`config.mk`:
```
export PLATFORM = sky130hd
export DESIGN_NAME = rie_ctrl
export DESIGN_NICKNAME = d
export VERILOG_FILES = /design/src/design/rie_pkg.sv /design/src/design/rie_ctrl.sv
export SDC_FILE = /design/constraint.sdc
export NUM_CORES = 1
export LEC_CHECK = 0
export ABC_AREA = 1
export BUFFER_PORTS_ARGS = -buffer_cell sky130_fd_sc_hd__buf_2
export CORE_MARGIN = 5
export CORE_UTILIZATION = 30
export DETAILED_ROUTE_END_ITERATION = 7
export SLEW_MARGIN = 15
export SYNTH_ARGS = -nofsm -noshare
export SYNTH_HDL_FRONTEND = slang
export SYNTH_SLANG_ARGS = --single-unit
```
`constraint.sdc`:
```
create_clock -name clk -period 4.2 [get_ports clk]
set_clock_uncertainty 0.15 [all_clocks]
set_input_delay 0.42 -clock clk [delete_from_list [all_inputs] [get_ports clk]]
set_output_delay 0.42 -clock clk [all_outputs]
set_load 0.02 [all_outputs]
```
`src/design/rie_pkg.sv`:
```
// ----------------------------------------------------------------------------
// rie_pkg
// shared constants, codes, command and status types and the container wrap
// for the rpn integer evaluator
// ----------------------------------------------------------------------------
package rie_pkg;

	localparam int StackDepth = 32;
	localparam int NumVars    = 16;
	localparam int ValW       = 64;
	localparam int BitsW      = 7;
	localparam int IdxW       = 8;
	localparam int SpW        = $clog2(StackDepth);
	localparam int DepthW     = $clog2(StackDepth + 1);
	localparam int VarW       = (NumVars > 1) ? $clog2(NumVars) : 1;
	localparam int CntW       = $clog2(ValW + 1);
	localparam int TagW       = IdxW + 1;

	localparam logic [1:0] KIND_CONST = 2'd0;
	localparam logic [1:0] KIND_VAR   = 2'd1;
	localparam logic [1:0] KIND_OP    = 2'd2;
	localparam logic [1:0] KIND_END   = 2'd3;

	localparam logic [2:0] OP_ADD    = 3'd0;
	localparam logic [2:0] OP_SUB    = 3'd1;
	localparam logic [2:0] OP_MUL    = 3'd2;
	localparam logic [2:0] OP_DIV    = 3'd3;
	localparam logic [2:0] OP_ASSIGN = 3'd4;
	localparam logic [2:0] OP_RETURN = 3'd5;

	localparam logic [1:0] ST_OK  = 2'd0;
	localparam logic [1:0] ST_RET = 2'd1;
	localparam logic [1:0] ST_ERR = 2'd2;

	localparam logic [3:0] ERR_NONE       = 4'd0;
	localparam logic [3:0] ERR_STACK_FULL = 4'd1;
	localparam logic [3:0] ERR_FEW_OPNDS  = 4'd2;
	localparam logic [3:0] ERR_BAD_INDEX  = 4'd3;
	localparam logic [3:0] ERR_UNASSIGNED = 4'd4;
	localparam logic [3:0] ERR_REASSIGNED = 4'd5;
	localparam logic [3:0] ERR_NOT_VAR    = 4'd6;
	localparam logic [3:0] ERR_DIV_ZERO   = 4'd7;
	localparam logic [3:0] ERR_NO_RETURN  = 4'd8;
	localparam logic [3:0] ERR_UNKNOWN_OP = 4'd9;

	typedef struct packed {
		logic       load_tok;
		logic       push;
		logic       sread;
		logic       sread_top;
		logic       vread;
		logic       load_opnd;
		logic       opnd_src_var;
		logic       opnd_right;
		logic       var_write;
		logic       unit_start;
		logic       stack_wb;
		logic       emit;
		logic       clear;
		logic [1:0] emit_status;
		logic [3:0] emit_err;
	} cmd_t;

	typedef struct packed {
		logic [1:0] kind;
		logic [2:0] op;
		logic       full;
		logic       depth_zero;
		logic       depth_lt2;
		logic       tag_var;
		logic       idx_bad;
		logic       var_set;
		logic       rv_zero;
		logic       unit_done;
		logic       out_busy;
	} stat_t;

	function automatic logic [ValW-1:0] wrap_container(input logic [ValW-1:0] v,
		input logic [BitsW-1:0] bits);
		logic [ValW-1:0] r;
		if (bits <= BitsW'(8)) begin
			r = {{(ValW-8){v[7]}}, v[7:0]};
		end else if (bits <= BitsW'(16)) begin
			r = {{(ValW-16){v[15]}}, v[15:0]};
		end else if (bits <= BitsW'(32)) begin
			r = {{(ValW-32){v[31]}}, v[31:0]};
		end else begin
			r = v;
		end
		return r;
	endfunction

endpackage

```
`src/design/rie_ctrl.sv`:
```
// ----------------------------------------------------------------------------
// rie_ctrl
// controller: sequences token decode, operand resolution, execution and
// result hand-off through commands to the datapath
// ----------------------------------------------------------------------------
module rie_ctrl (
	input  logic            clk,
	input  logic            arst_n,
	input  logic            in_valid,
	output logic            in_stall,
	input  rie_pkg::stat_t  stat,
	output rie_pkg::cmd_t   cmd
);

	typedef enum logic [7:0] {
		S_IDLE   = 8'b0000_0001,
		S_DECODE = 8'b0000_0010,
		S_SCHK   = 8'b0000_0100,
		S_VCHK   = 8'b0000_1000,
		S_NEXT   = 8'b0001_0000,
		S_UNIT   = 8'b0010_0000,
		S_WB     = 8'b0100_0000,
		S_EMIT   = 8'b1000_0000
	} state_t;

	state_t     state_q;
	state_t     state_d;
	logic [1:0] st_q;
	logic [1:0] st_d;
	logic [3:0] err_q;
	logic [3:0] err_d;
	logic       right_q;
	logic       right_d;
	logic       fail;
	logic [3:0] fcode;
	logic       ok;

	assign in_stall = (state_q != S_IDLE);

	always_comb begin
		state_d = state_q;
		st_d    = st_q;
		err_d   = err_q;
		right_d = right_q;
		cmd     = '0;
		fail    = 1'b0;
		fcode   = rie_pkg::ERR_NONE;
		ok      = 1'b0;
		unique case (state_q)
			S_IDLE: begin
				if (in_valid) begin
					cmd.load_tok = 1'b1;
					state_d      = S_DECODE;
				end
			end
			S_DECODE: begin
				unique case (stat.kind)
					rie_pkg::KIND_CONST, rie_pkg::KIND_VAR: begin
						if (stat.full) begin
							fail  = 1'b1;
							fcode = rie_pkg::ERR_STACK_FULL;
						end else begin
							cmd.push = 1'b1;
							ok       = 1'b1;
						end
					end
					rie_pkg::KIND_END: begin
						fail  = 1'b1;
						fcode = rie_pkg::ERR_NO_RETURN;
					end
					default: begin
						if (stat.op > rie_pkg::OP_RETURN) begin
							fail  = 1'b1;
							fcode = rie_pkg::ERR_UNKNOWN_OP;
						end else if ((stat.op == rie_pkg::OP_RETURN) ? stat.depth_zero :
							stat.depth_lt2) begin
							fail  = 1'b1;
							fcode = rie_pkg::ERR_FEW_OPNDS;
						end else begin
							cmd.sread     = 1'b1;
							cmd.sread_top = (stat.op == rie_pkg::OP_RETURN);
							right_d       = 1'b0;
							state_d       = S_SCHK;
						end
					end
				endcase
			end
			S_SCHK: begin
				if (right_q && stat.op == rie_pkg::OP_ASSIGN) begin
					if (!stat.tag_var) begin
						fail  = 1'b1;
						fcode = rie_pkg::ERR_NOT_VAR;
					end else if (stat.idx_bad) begin
						fail  = 1'b1;
						fcode = rie_pkg::ERR_BAD_INDEX;
					end else if (stat.var_set) begin
						fail  = 1'b1;
						fcode = rie_pkg::ERR_REASSIGNED;
					end else begin
						cmd.var_write = 1'b1;
						ok            = 1'b1;
					end
				end else if (stat.tag_var) begin
					if (stat.idx_bad) begin
						fail  = 1'b1;
						fcode = rie_pkg::ERR_BAD_INDEX;
					end else if (!stat.var_set) begin
						fail  = 1'b1;
						fcode = rie_pkg::ERR_UNASSIGNED;
					end else begin
						cmd.vread = 1'b1;
						state_d   = S_VCHK;
					end
				end else begin
					cmd.load_opnd  = 1'b1;
					cmd.opnd_right = right_q;
					state_d        = S_NEXT;
				end
			end
			S_VCHK: begin
				cmd.load_opnd    = 1'b1;
				cmd.opnd_src_var = 1'b1;
				cmd.opnd_right   = right_q;
				state_d          = S_NEXT;
			end
			S_NEXT: begin
				if (!right_q) begin
					if (stat.op == rie_pkg::OP_RETURN) begin
						st_d    = rie_pkg::ST_RET;
						err_d   = rie_pkg::ERR_NONE;
						state_d = S_EMIT;
					end else begin
						cmd.sread     = 1'b1;
						cmd.sread_top = 1'b1;
						right_d       = 1'b1;
						state_d       = S_SCHK;
					end
				end else if (stat.op == rie_pkg::OP_DIV && stat.rv_zero) begin
					fail  = 1'b1;
					fcode = rie_pkg::ERR_DIV_ZERO;
				end else if (stat.op == rie_pkg::OP_MUL || stat.op == rie_pkg::OP_DIV) begin
					cmd.unit_start = 1'b1;
					state_d        = S_UNIT;
				end else begin
					state_d = S_WB;
				end
			end
			S_UNIT: begin
				if (stat.unit_done) begin
					state_d = S_WB;
				end
			end
			S_WB: begin
				cmd.stack_wb = 1'b1;
				ok           = 1'b1;
			end
			S_EMIT: begin
				if (!stat.out_busy) begin
					cmd.emit        = 1'b1;
					cmd.emit_status = st_q;
					cmd.emit_err    = err_q;
					cmd.clear       = (st_q != rie_pkg::ST_OK);
					state_d         = S_IDLE;
				end
			end
			default: begin
				state_d = S_IDLE;
			end
		endcase
		if (fail) begin
			st_d    = rie_pkg::ST_ERR;
			err_d   = fcode;
			state_d = S_EMIT;
		end else if (ok) begin
			st_d    = rie_pkg::ST_OK;
			err_d   = rie_pkg::ERR_NONE;
			state_d = S_EMIT;
		end
	end

	always_ff @(posedge clk or negedge arst_n) begin
		if (!arst_n) begin
			state_q <= S_IDLE;
			st_q    <= rie_pkg::ST_OK;
			err_q   <= rie_pkg::ERR_NONE;
			right_q <= 1'b0;
		end else begin
			state_q <= state_d;
			st_q    <= st_d;
			err_q   <= err_d;
			right_q <= right_d;
		end
	end

endmodule

```
==> flow_summary.rst <==
.. list-table::
   :header-rows: 1

   * - Metric
     - Value
   * - Library cells used by synthesis
     - 25
   * - Initial DRC Count
     - 73
   * - Final wirelength
     - approximately 3400 um
   * - Ant. Diodes
     - 0
   * - Number of H-tree levels
     - 1
   * - Die Ht
     - around 73 um
   * - Syn nets
     - slightly above 200
   * - Global route overflow
     - 0
   * - Leading register cell type out of synthesis
     - sky130_fd_sc_hd__dfrtp_1
   * - Number of global-route vias before repair
     - between 1000 and 1500
   * - Placer's final routability congestion estimate
     - 0.896
   * - Power share of the sequential group
     - 0.313
   * - Vias/cell
     - roughly 4.6
   * - Layout net count
     - ~250
   * - Number of antenna violations at the first check in global routing
     - 0
   * - Placement Rows
     - 22
   * - Clk slew on worst S/H paths
     - 0.06 ns
   * - Number of search-and-repair iterations in the first detailed-routing pass
     - 4
   * - Area enclosed by the die boundary
     - between 0.005 and 0.006 sq mm
   * - Total negative slack
     - 0 ns
   * - Seq/Total Area, Yosys
     - 0.318
   * - Number of flip-flops and latches in the synthesized netlist
     - 15
   * - Sort of element at the start of the critical path
     - flip-flop
   * - Measured slew at the worst slew-check pin
     - around 0.37 ns
   * - Crit path DAT
     - ~2.0 ns
   * - CP endpoint kind
     - output port
   * - Wire length of the first global-routing pass
     - between 5000 and 6000 um
   * - Number of hold violations in the final report
     - 0
   * - Routed length per instance
     - 12.2 um
   * - Capture point of the critical path
     - cmd[16]
   * - Max rail drop VDD
     - ~270 uV
   * - Worst Hold Class
     - in2reg
   * - DRC violation count after routing
     - 0
   * - WS Path Type
     - reg2out
   * - Detailed-placement wirelength estimate
     - roughly 2800 um
   * - Reg-to-reg slack, setup
     - ~2.2 ns
   * - Pwr dens
     - about 490 mW/mm^2
   * - Cell depth of the worst min-delay path
     - 2
   * - CTS tree
     - done
   * - Initial Utilization
     - 0.317
   * - Clock root buffer
     - sky130_fd_sc_hd__clkbuf_8
   * - Worst r2r src
     - state_q[0]$_DFFE_PN1P_
   * - Reg2Reg Depth
     - 9
   * - Unrepaired setup endpoints after global routing
     - false
   * - Worst r2r dst
     - state_q[7]$_DFFE_PN0P_
   * - Global-route total usage across every layer
     - 0.134
   * - Total number of yosys warnings
     - 0
   * - # clock sinks
     - 15
   * - Final Critical Period
     - ~2.5 ns
   * - Combined area of all synthesized cells
     - between 0.001 and 0.0015 sq mm
   * - Cells after synthesis
     - roughly 190
   * - Later-pin clock latency in the skew report
     - about 0.25 ns
   * - Number of placed I/O pins
     - 37
   * - Start point of the critical path
     - state_q[0]$_DFFE_PN1P_
   * - Number of max-cap violations
     - 0
   * - Total core area
     - between 0.003 and 0.004 sq mm
   * - Fraction of layout instances using a drive strength above 1
     - 0.265
   * - PostCTS Resize Cnt
     - 0
   * - Biggest fanout along the worst timing path
     - 6
   * - Static power due to leakage
     - roughly 0.86 nW
   * - Internal Pwr Total
     - 379 uW
   * - Achievable Freq
     - 0.395 GHz
   * - Number of pins exceeding their max-slew limit in the final report
     - 0
   * - Port Buffers
     - 36
   * - Pin count of the biggest net entering global routing
     - 16
   * - Smallest setup slack after layout
     - about 1.7 ns
   * - Final setup viols
     - 0
   * - Status
     - complete, no violations
   * - Period utilisation layout
     - 0.603
   * - Syn-to-layout area delta
     - 25.0%
   * - Sw power
     - approximately 340 uW
   * - Post-synth EDFFs
     - 0
   * - Synth async-reset ratio
     - 1.00
   * - Data required time at the worst endpoint
     - roughly 3.6 ns
   * - Max Buffers Root-to-Sink
     - 2
   * - Switching Share
     - 0.474
   * - Vias
     - approximately 1300
   * - Worst slew margin relative to its limit
     - 0.755
   * - Avg Cell Area, Syn
     - 6.27 sq um
   * - Width of the die
     - approximately 73 um
   * - Number of buffers added by the clock tree synthesis step
     - 3
   * - Part of the power in the clock network
     - 0.166
   * - Pre-CTS worst setup slack
     - 1.93 ns
   * - Portion of total power attributed to combinational logic
     - 0.520
   * - Antenna-violating nets left
     - 0
final cells by class:
class / count / area [sq um]
Clock buffer: 3 / 41.3
Timing Repair Buffer: 37 / 190
Inverter: 33 / 124
Sequential cell: 15 / 377
Tap cell: 48 / 60.1
Fill cell: 439 / 2260
Multi-Input combinational cell: 141 / 684
Clock inverter: 1 / 5.00
registers in the layout (all words and copies together) (netlist names):
signal / cells
state_q: 8
err_q: 4
st_q: 2
right_q: 1
what timing repair did:
| action | CTS | global route |
|---|---|---|
| endpoints found under the hold margin | 14 | 0 |
| hold buffers | 1 | 0 |
| buffers inserted | 0 | 0 |
how the worst min path moves through the flow:
stage,start,to,slack [ns]
after floorplan,arst_n,err_q[0]$_DFFE_PN0P_,-0.03
after global placement,arst_n,state_q[2]$_DFFE_PN0P_,0.20
after detailed placement,arst_n,state_q[2]$_DFFE_PN0P_,0.20
after global routing,stat[1],state_q[5]$_DFFE_PN0P_,0.24
final,stat[1],state_q[5]$_DFFE_PN0P_,0.26
after CTS,stat[1],state_q[5]$_DFFE_PN0P_,0.24
power by group through the flow:
stage | Combinational, mW | Clock (mW) | Sequential [mW]
floorplan | 0.283 | 0 | 0.222
global placement | 0.372 | 0 | 0.228
detailed placement | 0.375 | 0 | 0.229
CTS | 0.378 | 0.125 | 0.227
global route | 0.425 | 0.133 | 0.233
finish | 0.375 | 0.120 | 0.226
stage by stage:
step	instance area [sq um]	std cells	total power, mW	utilization	hold WS (ns)
2_1_floorplan	1180	189	0.505	-	-0.0256
3_3_place_gp	1430	273	0.600	0.381	0.198
3_5_place_dp	1430	273	0.605	0.381	0.203
4_1_cts	1480	278	0.730	0.396	0.245
5_1_grt	1480	278	0.791	0.396	0.242
6_report	1480	278	0.721	0.396	0.259
Yosys cell counts, types with 3 or more instances:
cell type	number	area, sq um
sky130_fd_sc_hd__nand2_1	47	176
sky130_fd_sc_hd__nor2_1	38	143
sky130_fd_sc_hd__inv_1	31	116
sky130_fd_sc_hd__dfrtp_1	14	350
sky130_fd_sc_hd__nand3_1	12	60.1
sky130_fd_sc_hd__a21oi_1	6	30.0
sky130_fd_sc_hd__o21ai_0	6	30.0
sky130_fd_sc_hd__nand2_2	4	25.0
sky130_fd_sc_hd__nor3_1	4	20.0
sky130_fd_sc_hd__nand3_2	3	30.0
sky130_fd_sc_hd__nand4_1	3	18.8
sky130_fd_sc_hd__nor2_2	3	18.8
sky130_fd_sc_hd__nor2_4	3	33.8
layer usage:
layer  GRT usage  vias up  part of all wire
met5           0        -                 0
met4      0.0307        0            0.0098
met3      0.0317        4             0.055
met2       0.207       36              0.44
met1       0.188      575              0.49
li1            -      677                 -
critical path, cell delays in order, from the launching register on:
cell,delay [ns]
sky130_fd_sc_hd__dfstp_2,0.53
sky130_fd_sc_hd__nor2_1,0.06
sky130_fd_sc_hd__nand2_1,0.11
sky130_fd_sc_hd__inv_1,0.08
sky130_fd_sc_hd__nand3_1,0.18
sky130_fd_sc_hd__o21ai_0,0.15
sky130_fd_sc_hd__nor2_1,0.15
sky130_fd_sc_hd__nand3_2,0.12
sky130_fd_sc_hd__a21oi_1,0.14
sky130_fd_sc_hd__buf_2,0.18
logic make-up after synthesis:
family | after synthesis | share of synthesized area
compound gates | 20 | 0.105
flops | 15 | 0.318
simple gates | 121 | 0.473
buf+inv | 33 | 0.105
cell usage in the layout (no fill, tap or decap), drive strengths merged:
cell          n
a21oi         7
buf          36
clkbuf        3
clkinv        1
dfrtp        14
dfstp         1
dlygate4sd3   1
inv          33
nand2        53
nand3        15
nand4         3
nor2         44
nor3          4
o211ai        2
o21ai         7
o22ai         2
o311a         1
o31ai         1
or2           2
Power figures use the tool's default switching activity.
